File: src/hdl/cq_pkg.sv
// shared types, constants and helpers for the circular queue
// no dependencies
`timescale 1ns / 1ps
`default_nettype none

package cq_pkg;

    localparam int DEPTH  = 8;
    localparam int PTR_W  = (DEPTH > 1) ? $clog2(DEPTH) : 1;
    localparam int CNT_W  = $clog2(DEPTH + 1);
    localparam int WORD_W = 32;
    localparam int OP_W   = 2;
    localparam int ST_W   = 2;
    localparam int IN_W   = ((OP_W + WORD_W + 7) / 8) * 8;

    typedef logic [PTR_W-1:0]         t_ptr;
    typedef logic [CNT_W-1:0]         t_cnt;
    typedef logic signed [WORD_W-1:0] t_word;

    typedef enum logic [OP_W-1:0] {
        OP_INSERT  = 2'd0,
        OP_DELETE  = 2'd1,
        OP_DISPLAY = 2'd2
    } t_opcode;

    typedef enum logic [ST_W-1:0] {
        ST_OK    = 2'd0,
        ST_FULL  = 2'd1,
        ST_EMPTY = 2'd2
    } t_status;

    typedef struct packed {
        logic    wr_en;
        logic    rd_head;
        logic    rd_cursor;
        logic    disp_init;
        logic    head_adv;
        logic    out_load;
        t_status out_status;
        logic    out_use_mem;
        logic    out_last;
    } t_dp_cmd;

    typedef struct packed {
        logic empty;
        logic full;
        logic out_free;
        logic one_left;
    } t_dp_stat;

    function automatic t_ptr next_slot(input t_ptr i);
        next_slot = (i == t_ptr'(DEPTH - 1)) ? '0 : t_ptr'(i + t_ptr'(1));
    endfunction

endpackage

`default_nettype wire

File: src/hdl/circular_queue.sv
// circular queue top level: insert, empty and full reports appear in the cycle after the request;
// delete passes through the memory read register and then the output register; display gives its
// first entry the same way and then one entry per cycle while the sink is ready
// a new request is taken once the previous one has issued its last result
// the single registered memory read port sits between a delete or display request and its data
// reset (synchronous, active low) empties the queue and drops the output; storage is not cleared
`timescale 1ns / 1ps
`default_nettype none

module circular_queue
    import cq_pkg::*;
(
    input  wire logic            i_clk,
    input  wire logic            i_rst_n,
    input  wire logic            s_axis_tvalid,
    output logic                 s_axis_tready,
    input  wire logic [IN_W-1:0] s_axis_tdata,   // opcode[1:0], value[33:2], zero pad
    output logic                 m_axis_tvalid,
    input  wire logic            m_axis_tready,
    output logic [WORD_W-1:0]    m_axis_tdata,   // data_out[31:0]
    output logic [ST_W-1:0]      m_axis_tuser,   // status[1:0]
    output logic                 m_axis_tlast
);

    t_dp_cmd  cmd;
    t_dp_stat stat;
    t_opcode  opcode;
    t_word    value;
    t_status  out_status;
    t_word    out_data;

    assign opcode = t_opcode'(s_axis_tdata[OP_W-1:0]);
    assign value  = t_word'(s_axis_tdata[OP_W+WORD_W-1:OP_W]);

    cq_controller u_ctrl (
        .i_clk     (i_clk),
        .i_rst_n   (i_rst_n),
        .i_s_valid (s_axis_tvalid),
        .i_opcode  (opcode),
        .i_stat    (stat),
        .o_s_ready (s_axis_tready),
        .o_cmd     (cmd)
    );

    cq_datapath u_dp (
        .i_clk      (i_clk),
        .i_rst_n    (i_rst_n),
        .i_cmd      (cmd),
        .i_value    (value),
        .i_m_ready  (m_axis_tready),
        .o_stat     (stat),
        .o_m_valid  (m_axis_tvalid),
        .o_m_status (out_status),
        .o_m_data   (out_data),
        .o_m_last   (m_axis_tlast)
    );

    assign m_axis_tuser = ST_W'(out_status);
    assign m_axis_tdata = WORD_W'(out_data);

endmodule

`default_nettype wire

File: src/hdl/cq_datapath.sv
// storage ring, head and tail pointers, display cursor and output register
// depends on cq_pkg
`timescale 1ns / 1ps
`default_nettype none

module cq_datapath
    import cq_pkg::*;
(
    input  wire logic     i_clk,
    input  wire logic     i_rst_n,
    input  wire t_dp_cmd  i_cmd,
    input  wire t_word    i_value,
    input  wire logic     i_m_ready,
    output t_dp_stat      o_stat,
    output logic          o_m_valid,
    output t_status       o_m_status,
    output t_word         o_m_data,
    output logic          o_m_last
);

    t_word   mem [DEPTH];
    t_word   r_rd_data;
    t_ptr    r_head, n_head;
    t_ptr    r_tail, n_tail;
    logic    r_empty, n_empty;
    t_ptr    r_cursor, n_cursor;
    t_cnt    r_remain, n_remain;
    logic    r_out_valid;
    t_status r_out_status;
    t_word   r_out_data;
    logic    r_out_last;

    logic    full;
    logic    out_free;
    logic    rd_en;
    t_ptr    rd_addr;
    t_cnt    fill_count;

    assign full     = !r_empty && (r_head == r_tail);
    assign out_free = !r_out_valid || i_m_ready;
    assign rd_en    = i_cmd.rd_head || i_cmd.rd_cursor;
    assign rd_addr  = i_cmd.rd_head ? r_head : r_cursor;

    always_comb begin
        if (full) begin
            fill_count = t_cnt'(DEPTH);
        end else if (r_tail > r_head) begin
            fill_count = t_cnt'(r_tail) - t_cnt'(r_head);
        end else begin
            fill_count = t_cnt'(DEPTH) - t_cnt'(r_head) + t_cnt'(r_tail);
        end
    end

    // ring storage, single write and single registered read
    always_ff @(posedge i_clk) begin
        if (i_cmd.wr_en) begin
            mem[r_tail] <= i_value;
        end
        if (rd_en) begin
            r_rd_data <= mem[rd_addr];
        end
    end

    always_comb begin
        n_head   = r_head;
        n_tail   = r_tail;
        n_empty  = r_empty;
        n_cursor = r_cursor;
        n_remain = r_remain;
        if (i_cmd.wr_en) begin
            n_tail  = next_slot(r_tail);
            n_empty = 1'b0;
        end
        if (i_cmd.head_adv) begin
            n_head = next_slot(r_head);
            if (next_slot(r_head) == r_tail) begin
                n_empty = 1'b1;
            end
        end
        if (i_cmd.disp_init) begin
            n_cursor = next_slot(r_head);
            n_remain = fill_count;
        end else if (i_cmd.rd_cursor) begin
            n_cursor = next_slot(r_cursor);
            n_remain = r_remain - t_cnt'(1);
        end
    end

    always_ff @(posedge i_clk) begin
        if (!i_rst_n) begin
            r_head      <= '0;
            r_tail      <= '0;
            r_empty     <= 1'b1;
            r_cursor    <= '0;
            r_remain    <= '0;
            r_out_valid <= 1'b0;
        end else begin
            r_head   <= n_head;
            r_tail   <= n_tail;
            r_empty  <= n_empty;
            r_cursor <= n_cursor;
            r_remain <= n_remain;
            if (i_cmd.out_load) begin
                r_out_valid <= 1'b1;
            end else if (i_m_ready) begin
                r_out_valid <= 1'b0;
            end
        end
    end

    always_ff @(posedge i_clk) begin
        if (i_cmd.out_load) begin
            r_out_status <= i_cmd.out_status;
            r_out_data   <= i_cmd.out_use_mem ? r_rd_data : '0;
            r_out_last   <= i_cmd.out_last;
        end
    end

    assign o_stat.empty    = r_empty;
    assign o_stat.full     = full;
    assign o_stat.out_free = out_free;
    assign o_stat.one_left = (r_remain == t_cnt'(1));

    assign o_m_valid  = r_out_valid;
    assign o_m_status = r_out_status;
    assign o_m_data   = r_out_data;
    assign o_m_last   = r_out_last;

    a_no_write_full: assert property (@(posedge i_clk) disable iff (!i_rst_n)
        i_cmd.wr_en |-> !full)
        else $error("write into a full queue");

    a_no_pop_empty: assert property (@(posedge i_clk) disable iff (!i_rst_n)
        i_cmd.head_adv |-> !r_empty)
        else $error("head advanced on an empty queue");

    a_no_overwrite: assert property (@(posedge i_clk) disable iff (!i_rst_n)
        i_cmd.out_load |-> out_free)
        else $error("pending result overwritten");

    a_cursor_bound: assert property (@(posedge i_clk) disable iff (!i_rst_n)
        i_cmd.rd_cursor |-> (r_remain > t_cnt'(1)))
        else $error("display read past the tail");

    a_empty_ptrs: assert property (@(posedge i_clk) disable iff (!i_rst_n)
        r_empty |-> (r_head == r_tail))
        else $error("empty queue with unequal pointers");

endmodule

`default_nettype wire

File: src/hdl/cq_controller.sv
// request decode and sequencing of delete and display reads
// depends on cq_pkg
`timescale 1ns / 1ps
`default_nettype none

module cq_controller
    import cq_pkg::*;
(
    input  wire logic     i_clk,
    input  wire logic     i_rst_n,
    input  wire logic     i_s_valid,
    input  wire t_opcode  i_opcode,
    input  wire t_dp_stat i_stat,
    output logic          o_s_ready,
    output t_dp_cmd       o_cmd
);

    typedef enum logic [1:0] {
        S_IDLE  = 2'b01,
        S_FETCH = 2'b10
    } t_state;

    t_state r_state, n_state;
    logic   r_disp, n_disp;

    always_comb begin
        n_state   = r_state;
        n_disp    = r_disp;
        o_s_ready = 1'b0;
        o_cmd     = '0;
        o_cmd.out_status = ST_OK;
        case (r_state)
            S_IDLE: begin
                o_s_ready = i_stat.out_free;
                if (i_s_valid && i_stat.out_free) begin
                    case (i_opcode)
                        OP_INSERT: begin
                            o_cmd.out_load = 1'b1;
                            o_cmd.out_last = 1'b1;
                            if (i_stat.full) begin
                                o_cmd.out_status = ST_FULL;
                            end else begin
                                o_cmd.wr_en = 1'b1;
                            end
                        end
                        OP_DELETE, OP_DISPLAY: begin
                            if (i_stat.empty) begin
                                o_cmd.out_load   = 1'b1;
                                o_cmd.out_last   = 1'b1;
                                o_cmd.out_status = ST_EMPTY;
                            end else begin
                                o_cmd.rd_head   = 1'b1;
                                o_cmd.disp_init = (i_opcode == OP_DISPLAY);
                                n_disp          = (i_opcode == OP_DISPLAY);
                                n_state         = S_FETCH;
                            end
                        end
                        default: begin
                        end
                    endcase
                end
            end
            S_FETCH: begin
                if (i_stat.out_free) begin
                    o_cmd.out_load    = 1'b1;
                    o_cmd.out_use_mem = 1'b1;
                    if (!r_disp) begin
                        o_cmd.out_last = 1'b1;
                        o_cmd.head_adv = 1'b1;
                        n_state        = S_IDLE;
                    end else if (i_stat.one_left) begin
                        o_cmd.out_last = 1'b1;
                        n_state        = S_IDLE;
                    end else begin
                        o_cmd.rd_cursor = 1'b1;
                    end
                end
            end
            default: begin
                n_state = S_IDLE;
            end
        endcase
    end

    always_ff @(posedge i_clk) begin
        if (!i_rst_n) begin
            r_state <= S_IDLE;
            r_disp  <= 1'b0;
        end else begin
            r_state <= n_state;
            r_disp  <= n_disp;
        end
    end

endmodule

`default_nettype wire
File: config.mk
export PLATFORM = sky130hd
export DESIGN_NAME = circular_queue
export DESIGN_NICKNAME = d
export VERILOG_FILES = /design/src/hdl/cq_pkg.sv /design/src/hdl/circular_queue.sv /design/src/hdl/cq_datapath.sv /design/src/hdl/cq_controller.sv
export SDC_FILE = /design/constraint.sdc
export NUM_CORES = 1
export LEC_CHECK = 0
export ABC_AREA = 1
export BUFFER_PORTS_ARGS = -buffer_cell sky130_fd_sc_hd__buf_2
export CORE_UTILIZATION = 50
export DETAILED_ROUTE_END_ITERATION = 8
export PLACE_DENSITY_LB_ADDON = 0.05
export SYNTH_ARGS = -nofsm -noshare
export SYNTH_HDL_FRONTEND = slang
export SYNTH_HIERARCHICAL = 1
export SYNTH_SLANG_ARGS = --single-unit
File: constraint.sdc
create_clock -name i_clk -period 5.1 [get_ports i_clk]
set_clock_uncertainty 0.1 [all_clocks]
set_input_delay 1.02 -clock i_clk [delete_from_list [all_inputs] [get_ports i_clk]]
set_output_delay 1.02 -clock i_clk [all_outputs]
set_load 0.005 [all_outputs]
==> run_results.csv, run 1 <==
group,metric,value,unit
global_routing,grt_overflow_total,0,
synth,synth_cell_types,32,
timing,slew_viol_final,0,
timing,hold_violations,0,
die,die-area,30500,µm²
synth,syn_inst,1453,
timing,worst_pin_slew,1.14,ns
timing,fin_crit,3.72,ns
hold_path,hp-class,"reg -> reg",
flow_run,drv_cap,0,
timing,slew_headroom,23.7,%
synth,synthesis.area,14900,µm²
power,leakage,0.00758,µW
synth,yosysMostFrequentCell,"nand2_1",
timing,setup_tns,0,ns
setup_path,critPathKind,"reg -> reg",
power,power_density,345,nW/µm²
die,die_x,175,µm
synth,synth-async-reset-ratio,0,%
detailed_routing,route.vias.total,9256,
setup_path,critPathLaunchType,"flip-flop",
placed_design,place_ws,1.01,ns
setup_path,cp.required,5.21,ns
global_routing,grt_pass1_vias,8926,
layout,fin_util,57.8,%
power,pwr-share-seq,53.9,%
synth,synth-seq-area-share,67.5,%
setup_path,cp_cell_sequence,"inv_1 > ha_1 > nand4_1 > inv_1 > nor4_1 > nand2_1 > nor2_4 > buf_12",
detailed_routing,drc,0,
power,clock_power_share,42.6,%
setup_path,worst-path-stages,8,
placed_design,dp_hpwl,16.4,mm
die,dieHeight,175,µm
global_routing,gr-usage-all-layers,20.7,%
detailed_routing,wl_per_cell,15.6,µm
hold_path,hold_depth,2,
power,combPwrFrac,3.5,%
synth,yosysTopAreaCell,"edfxtp_1",
global_routing,grt_start_max_net_pins,129,
setup_path,slowest_delay,0.75,ns
synth,yosys_warnings,6,
die,pin_count,81,
clocking,cts_made_buffers,38,
clocking,clockBufferDepth,3,
power,p_switching,1180,µW
power,ir_drop,0.408,mV
detailed_routing,firstDrtPassIters,4,
die,core,29000,µm²
detailed_routing,first_iter_violations,528,
clocking,tritoncts,"yes",
timing,fmax,269,MHz
setup_path,path_max_fanout,17,
placed_design,portBuffers,74,
synth,avgSynthCellArea,10.3,µm²
synth,synth_top_area_share,65.1,%
setup_path,critPathBufInv,3,
synth,synth_flop_cell,"edfxtp_1",
clocking,insertion_delay,0.51,ns
setup_path,cp_top_family,"simple AND/OR/NAND/NOR gates",
placed_design,gp_congestion,0.767,
clocking,cts_hold_buf,0,
synth,ys_ff_latch,341,
timing,rsz0062_at_grt,"false",
synth,synth_area_leaders,"edfxtp_1, nand2_1, inv_1, nand3_1, dfxtp_1",
clocking,cts_setup_buffers,0,
global_routing,grt_first_pass_wirelength,48.4,mm
layout,drive_gt1_share,10.5,%
global_routing,antenna_found_initial,0,
synth,syn-num-nets,1515,
power,p_int,4610,µW
layout,diodes,0,
timing,layout_setup_ws,1.38,ns
detailed_routing,viasPerCell,4.77,
layout,nets,1593,
timing,final-setup-viol-count,0,
power,switching_share,20.4,%
synth,synth_edf_count,323,
setup_path,ff2ff_path_depth,8,
setup_path,crit_top_cell,"inv_1",
setup_path,end_kind,"flip-flop",
clocking,cts.htree.levels,2,
detailed_routing,routed_wl,30.2,mm
layout,syn_to_final_growth,12.5,%
setup_path,worst_path_max_delay_cell,"nor2_4",
run_status,status,"complete, no violations",
clocking,cts-resized-gates,0,
setup_path,cp.arrival,3.83,ns
timing,fin_crit_sh,72.9,%
clocking,cts.sinks,341,
clocking,cts_root_buf,"clkbuf_16",
detailed_routing,postRouteAntennaNets,0,
clocking,clk_pin_slew,0.06,ns
die,rows,62,
die,initial_core_util,51.4,%
synth,synth_common_cells,"nand2_1, inv_1, edfxtp_1, nand3_1, nor2_1",
## power groups by stage
| stage | clock network [µW] | registers (µW) | logic [µW] |
|---|---|---|---|
| 2_1_floorplan | 0 | 3180 | 107 |
| 3_3_place_gp | 0 | 3180 | 202 |
| 3_5_place_dp | 0 | 3180 | 206 |
| 4_1_cts | 2530 | 3120 | 206 |
| 5_1_grt | 2630 | 3120 | 232 |
| 6_report | 2460 | 3120 | 203 |
## sequential cells by signal, indices dropped and copies added, names as in the netlist
signal and cells:
u_ctrl/r_state 2, u_dp/r_cursor 3, u_dp/o_m_valid 1, u_dp/o_m_status 2, u_dp/r_head 3, u_ctrl/r_disp 1
u_dp/r_empty 1, u_dp/mem 256, u_dp/r_remain 4, u_dp/o_m_data 32, u_dp/o_m_last 1, u_dp/r_rd_data 32
u_dp/r_tail 3
## area by class of cell
cell class              count  area [µm²]
clock inverters            17         114
inverters                 335        1260
flip-flops and latches    341       10100
clock buffers              49        1000
repair buffers             93         563
multi-input cells         722        3300
well taps                 384         480
fillers                  2470       12200
## through the flow
stage / hold WS, ns / area (µm²) / cells / total power, µW
2_1_floorplan: 0.362 / 14900 / 1453 / 3290
3_3_place_gp: 0.381 / 15700 / 1875 / 3380
3_5_place_dp: 0.378 / 15700 / 1875 / 3380
4_1_cts: 0.389 / 16800 / 1941 / 5850
5_1_grt: 0.414 / 16800 / 1941 / 5980
6_report: 0.390 / 16800 / 1941 / 5780
## cell families after synthesis
kind of cell               share of synthesized area [%]
AOI/OAI and AO/OA                                   1.35
xor gates and xnor gates                           0.118
adders and majority gates                           1.61
buffers and inverters                               11.1
DFF                                                 67.5
and+or+nand+nor                                     18.4
## worst register-to-register path, cell delays in order, from the launching register on
cell and delay [ns]:
dfxtp_1 0.38, inv_1 0.10, ha_1 0.36, nand4_1 0.19, inv_1 0.08, nor4_1 0.72, nand2_1 0.45, nor2_4 0.75
buf_12 0.27
## layout by cell type (no fill, tap or decap), drive strengths merged
master    instances
o21ai            13
clkbuf           49
nand3           143
a21oi            15
o211ai            2
edfxtp          323
or2               1
xnor2             1
nor3              3
clkinvlp          1
ha               16
nand4             1
inv             335
nor2             22
buf              93
bufinv            1
fa                2
nand2           495
nor3b             1
a31oi             2
dfxtp            18
clkinv           15
xor2              1
a211oi            2
nor4              2
## metal layers
metal	global-route usage [%]	vias up	wire, µm
met5	0	-	0
met4	6.63	0	762
met3	3.00	56	1110
met2	34.4	178	14200
met1	28.0	4317	14200
li1	-	4705	-
## path summary, 6_finish.rpt
kind	startpoint	to	slack, ns
hold reg to reg	u_ctrl/r_state[1]$_SDFFE_PN0P_	u_ctrl/r_state[1]$_SDFFE_PN0P_	0.39
setup / recovery	u_dp/r_head[2]$_SDFFE_PN0P_	u_dp/mem[7][26]$_DFFE_PP_	1.38
setup reg to reg	u_dp/r_head[2]$_SDFFE_PN0P_	u_dp/mem[7][26]$_DFFE_PP_	1.38
hold / removal	u_ctrl/r_state[1]$_SDFFE_PN0P_	u_ctrl/r_state[1]$_SDFFE_PN0P_	0.39
Note: power is estimated with default switching activity, not from simulation.
==> run 2, diff against run 1 <==
ABC_AREA = 0   (was 1)
clock period = 3.3 ns   (was 5.1 ns; I/O delays follow)
==> run_results.csv, run 2 <==
group,metric,value,unit
run_status,status,"complete, no violations",
synth,synthesis.area,14200,µm²
synth,syn-num-nets,1159,
detailed_routing,first_iter_violations,666,
setup_path,cp.arrival,3.00,ns
synth,synth_edf_count,323,
setup_path,critPathKind,"reg -> reg",
clocking,cts.sinks,341,
global_routing,grt_start_max_net_pins,73,
setup_path,reg2reg_setup_slack,0.35,ns
detailed_routing,drc,0,
layout,drive_gt1_share,15.5,%
power,ir_drop,0.416,mV
placed_design,portBuffers,74,
layout,nets,1253,
clocking,tritoncts,"yes",
detailed_routing,viasPerCell,5.58,
layout,syn_to_final_growth,15.8,%
layout,largest_register_ffs,256,
synth,yosysTopAreaCell,"edfxtp_1",
timing,hold-worst-slack,0.309,ns
global_routing,grt_first_pass_wirelength,49.7,mm
detailed_routing,wl_per_cell,20.3,µm
layout,mostFrequentLayoutCell,"edfxtp_1",
die,core,27800,µm²
placed_design,dp_hpwl,18.4,mm
synth,synth-seq-area-share,71.1,%
clocking,cts_hold_buf,0,
placed_design,place_ws,0.0219,ns
synth,synth_top_area_share,68.5,%
timing,layout_setup_ws,0.347,ns
synth,synth_cell_types,49,
die,rows,61,
synth,synth_area_leaders,"edfxtp_1, nand2_1, nor2_1, dfxtp_1, a21oi_1",
timing,final-setup-viol-count,0,
global_routing,grt_pass1_vias,8496,
timing,slew_headroom,21.8,%
global_routing,gr-usage-all-layers,23.0,%
setup_path,end_kind,"flip-flop",
detailed_routing,route.vias.total,8902,
timing,fin_crit_sh,89.5,%
global_routing,grt_overflow_total,0,
setup_path,path_max_fanout,24,
detailed_routing,postRouteAntennaNets,0,
synth,ys_ff_latch,341,
global_routing,antenna_found_initial,3,
synth,synth_flop_cell,"edfxtp_1",
clocking,clk_pin_slew,0.06,ns
power,leakage,0.00575,µW
power,power_density,550,nW/µm²
layout,fin_util,59.0,%
clocking,cts-resized-gates,0,
clocking,cts_setup_buffers,0,
die,dieHeight,170,µm
synth,yosys_warnings,6,
die,initial_core_util,50.9,%
timing,rsz0062_at_grt,"false",
hold_path,hp-class,"in -> reg",
die,pin_count,81,
layout,diodes,0,
timing,fmax,339,MHz
detailed_routing,routed_wl,32.3,mm
layout,final_cell_mix,"edfxtp_1, nand2_1, nor2_1",
placed_design,gp_congestion,0.739,
synth,yosysMostFrequentCell,"edfxtp_1",
timing,slew_viol_final,0,
timing,hold_violations,0,
clocking,clockBufferDepth,3,
synth,avgSynthCellArea,12.9,µm²
detailed_routing,firstDrtPassIters,5,
layout,max_flop_register,"u_dp/mem",
clocking,cts_root_buf,"clkbuf_16",
timing,worst_pin_slew,1.17,ns
flow_run,drv_cap,0,
clocking,insertion_delay,0.52,ns
timing,fin_crit,2.95,ns
setup_path,cp.required,3.35,ns
clocking,cts.htree.levels,2,
clocking,cts_made_buffers,37,
synth,synth_common_cells,"edfxtp_1, nand2_1, nor2_1, a21oi_1, o21ai_0",
die,die-area,29000,µm²
synth,syn_inst,1097,
setup_path,critPathLaunchType,"flip-flop",
die,die_x,170,µm
synth,synth-async-reset-ratio,0,%
-- run 2: cell types whose count changed in the layout (fill, tap and decap cells not counted), sizes merged, moves of 30 or more --
cell and delta:
nand3 -139, o22a +32, nand2 -317, a21oi +54, and2 +37, inv -316
o21ai +55, a311o +32, o211ai +30, nor2 +121
-- run 2: kinds of logic after synthesis --
| logic type | share of synthesized area, % |
|---|---|
| xor+xnor | 0.309 |
| fa+ha+maj | 1.70 |
| mux | 0.849 |
| simple gates | 11.6 |
| buf+inv | 2.80 |
| flops | 71.1 |
| compound gates | 11.7 |
-- run 2: worst paths after layout --
kind,from,to,cells past startpoint
worst max register to register,u_dp/r_tail[0]$_SDFFE_PN0P_,u_dp/mem[0][8]$_DFFE_PP_,8
worst min-delay path,s_axis_tdata[25],u_dp/mem[5][23]$_DFFE_PP_,1
worst max-delay path,u_dp/r_tail[0]$_SDFFE_PN0P_,u_dp/mem[0][8]$_DFFE_PP_,8
worst min register to register,u_ctrl/r_disp$_SDFFE_PN0P_,u_ctrl/r_disp$_SDFFE_PN0P_,2
-- run 2: final cells by class --
class                           instances  area [µm²]
Clock buffer                           47        1010
Multi-Input combinational cell        671        3800
Fill cell                            2294       11400
Sequential cell                       341       10100
Tap cell                              378         473
Timing Repair Buffer                  122         843
Clock inverter                         19         138
Inverter                               18        67.6
-- run 2: power by group --
group | leakage (µW) | switching, µW | internal (µW)
combinational | 0.00214 | 198 | 113
sequential | 0.00307 | 16.5 | 4790
clock | 0.000547 | 1580 | 2300
-- run 2: layer usage --
layer  part of all wire (%)  vias to the layer above  global-route usage [%]
li1                       -                     4211                       -
met1                     45                     4397                    31.9
met2                     48                      241                    38.0
met3                    4.9                       49                    3.16
met4                    2.1                        4                    6.66
met5                  0.074                        -                       0
-- run 2: critical path, cell delays in order (launching register included) --
cell and delay (ns):
dfxtp_1 0.57, inv_1 0.15, ha_1 0.35, nand3_1 0.12
nor2_1 0.06, nor2_1 0.24, nand2b_1 0.31, nor3_4 0.21
buf_4 0.45
-- run 2: metrics by stage --
| stage | TNS (ns) | power, µW | cell area [µm²] | instances |
|---|---|---|---|---|
| 5_1_grt | 0 | 9280 | 16400 | 1596 |
| 3_3_place_gp | 0 | 5210 | 15200 | 1530 |
| 6_report | 0 | 9010 | 16400 | 1596 |
| 4_1_cts | 0 | 9100 | 16400 | 1596 |
| 2_1_floorplan | -41.35 | 5050 | 14200 | 1097 |
| 3_5_place_dp | 0 | 5220 | 15200 | 1530 |
==> run 3, diff against run 2 <==
CORE_MARGIN = 4   (was not set)
RECOVER_POWER = 50   (was not set)
SKIP_CTS_REPAIR_TIMING = 1   (was not set)
==> run_results.csv, run 3 (synthesis results as in run 2) <==
group,metric,value,unit
layout,nets,1251,
placed_design,portBuffers,74,
detailed_routing,viasPerCell,5.58,
die,die_x,176,µm
die,pin_count,81,
layout,final_cell_area,16400,µm²
power,leakage,0.00562,µW
timing,fin_crit_sh,88.9,%
setup_path,cp.required,3.46,ns
detailed_routing,drc,0,
detailed_routing,firstDrtPassIters,5,
clocking,clockBufferDepth,3,
global_routing,antenna_found_initial,2,
layout,largest_register_ffs,256,
placed_design,place_ws,0.117,ns
layout,multi_input_area,3810,µm²
flow_run,drv_cap,0,
setup_path,critPathLaunchType,"flip-flop",
timing,rsz0062_at_grt,"false",
timing,final-setup-viol-count,0,
die,die-area,31100,µm²
layout,regArea,10100,µm²
timing,worst_pin_slew,1.09,ns
layout,fin_util,58.8,%
layout,drive_gt1_share,11.4,%
timing,layout_setup_ws,0.368,ns
placed_design,gp_congestion,0.754,
timing,hold-worst-slack,0.381,ns
run_status,status,"complete, no violations",
setup_path,end_kind,"flip-flop",
clocking,tritoncts,"yes",
timing,fin_crit,2.93,ns
die,core,27900,µm²
die,dieHeight,176,µm
power,power_density,546,nW/µm²
placed_design,dp_hpwl,18.3,mm
layout,mostFrequentLayoutCell,"edfxtp_1",
layout,nFillCells,2262,
hold_path,worstHoldStart,"u_ctrl/r_disp$_SDFFE_PN0P_",
clocking,clk_pin_slew,0.06,ns
clocking,cts_root_buf,"clkbuf_16",
clocking,insertion_delay,0.51,ns
timing,fmax,341,MHz
clocking,cts_made_buffers,36,
setup_path,cp.arrival,3.09,ns
layout,max_flop_register,"u_dp/mem",
setup_path,critPathKind,"reg -> reg",
global_routing,grt_pass1_vias,8726,
timing,slew_viol_final,0,
global_routing,gr-usage-all-layers,21.3,%
placed_design,dpl_cell_area,15300,µm²
setup_path,crit_start,"u_dp/r_head[0]$_SDFFE_PN0P_",
global_routing,use_met2,36.0,%
setup_path,crit-reg2reg-launch,"u_dp/r_head[0]$_SDFFE_PN0P_",
clocking,cts.htree.levels,2,
layout,final_cell_mix,"edfxtp_1, nand2_1, nor2_1",
timing,slew_headroom,27.3,%
layout,syn_to_final_growth,15.7,%
die,rows,61,
global_routing,grtUsageMet1,29.2,%
detailed_routing,first_iter_violations,583,
detailed_routing,routed_wl,33.2,mm
setup_path,path_max_fanout,38,
die,initial_core_util,50.8,%
detailed_routing,route.vias.total,8890,
hold_path,hp-class,"reg -> reg",
global_routing,grtUsageMet3,3.43,%
detailed_routing,postRouteAntennaNets,0,
global_routing,grt_first_pass_wirelength,50.7,mm
detailed_routing,wl_per_cell,20.8,µm
global_routing,grt_start_max_net_pins,76,
power,ir_drop,0.411,mV
global_routing,grt_overflow_total,0,
global_routing,grt-busiest-layer,"met2",
clocking,cts.sinks,341,
timing,hold_violations,0,
-- run 3: cell count changes in the layout (fill, tap and decap cells not counted), sizes merged --
cell,previous run,this run
buf,122,68
clkbuf,47,99
diode,0,1
inv,19,18
-- run 3: worst paths after layout --
path | end | slack (ns) | depth (start not counted)
worst max-delay path | u_dp/r_rd_data[7]$_DFFE_PP_ | 0.37 | 5
worst min register to register | u_ctrl/r_disp$_SDFFE_PN0P_ | 0.38 | 2
worst max register to register | u_dp/r_rd_data[7]$_DFFE_PP_ | 0.37 | 5
worst min-delay path | u_ctrl/r_disp$_SDFFE_PN0P_ | 0.38 | 2
-- run 3: layout make-up --
cell class | count | share of cell area (%)
sequential | 341 | 61.4
multi-input combinational | 671 | 23.3
clock buffer | 46 | 5.99
timing repair buffer | 121 | 5.12
tap | 378 | 2.89
clock inverter | 18 | 0.886
inverter | 18 | 0.413
antenna | 1 | 0.0153
-- run 3: metrics by stage --
stage | TNS (ns) | instances | total power [µW]
floorplan | -41.35 | 1097 | 5050
global placement | 0 | 1529 | 5220
detailed placement | 0 | 1529 | 5220
CTS | 0 | 1593 | 9050
global route | 0 | 1594 | 9250
finish | 0 | 1594 | 8940
-- run 3: metal layers --
| layer | wire (µm) | vias to the layer above |
|---|---|---|
| met5 | 0 | - |
| met4 | 741 | 0 |
| met3 | 1800 | 56 |
| met2 | 16200 | 249 |
| met1 | 14400 | 4380 |
| li1 | - | 4205 |
-- run 3: critical path, cell delays in order (launching register included) --
cell and delay [ns]:
dfxtp_1 0.33, clkbuf_2 0.80, inv_2 0.60, o21ai_0 0.33, o211ai_1 0.14, a311o_1 0.36
-- run 3: power breakdown --
part / switching [µW] / internal, µW
clock network: 1570 / 2260
registers: 16.8 / 4790
logic: 199 / 103
total: 1780 / 7160
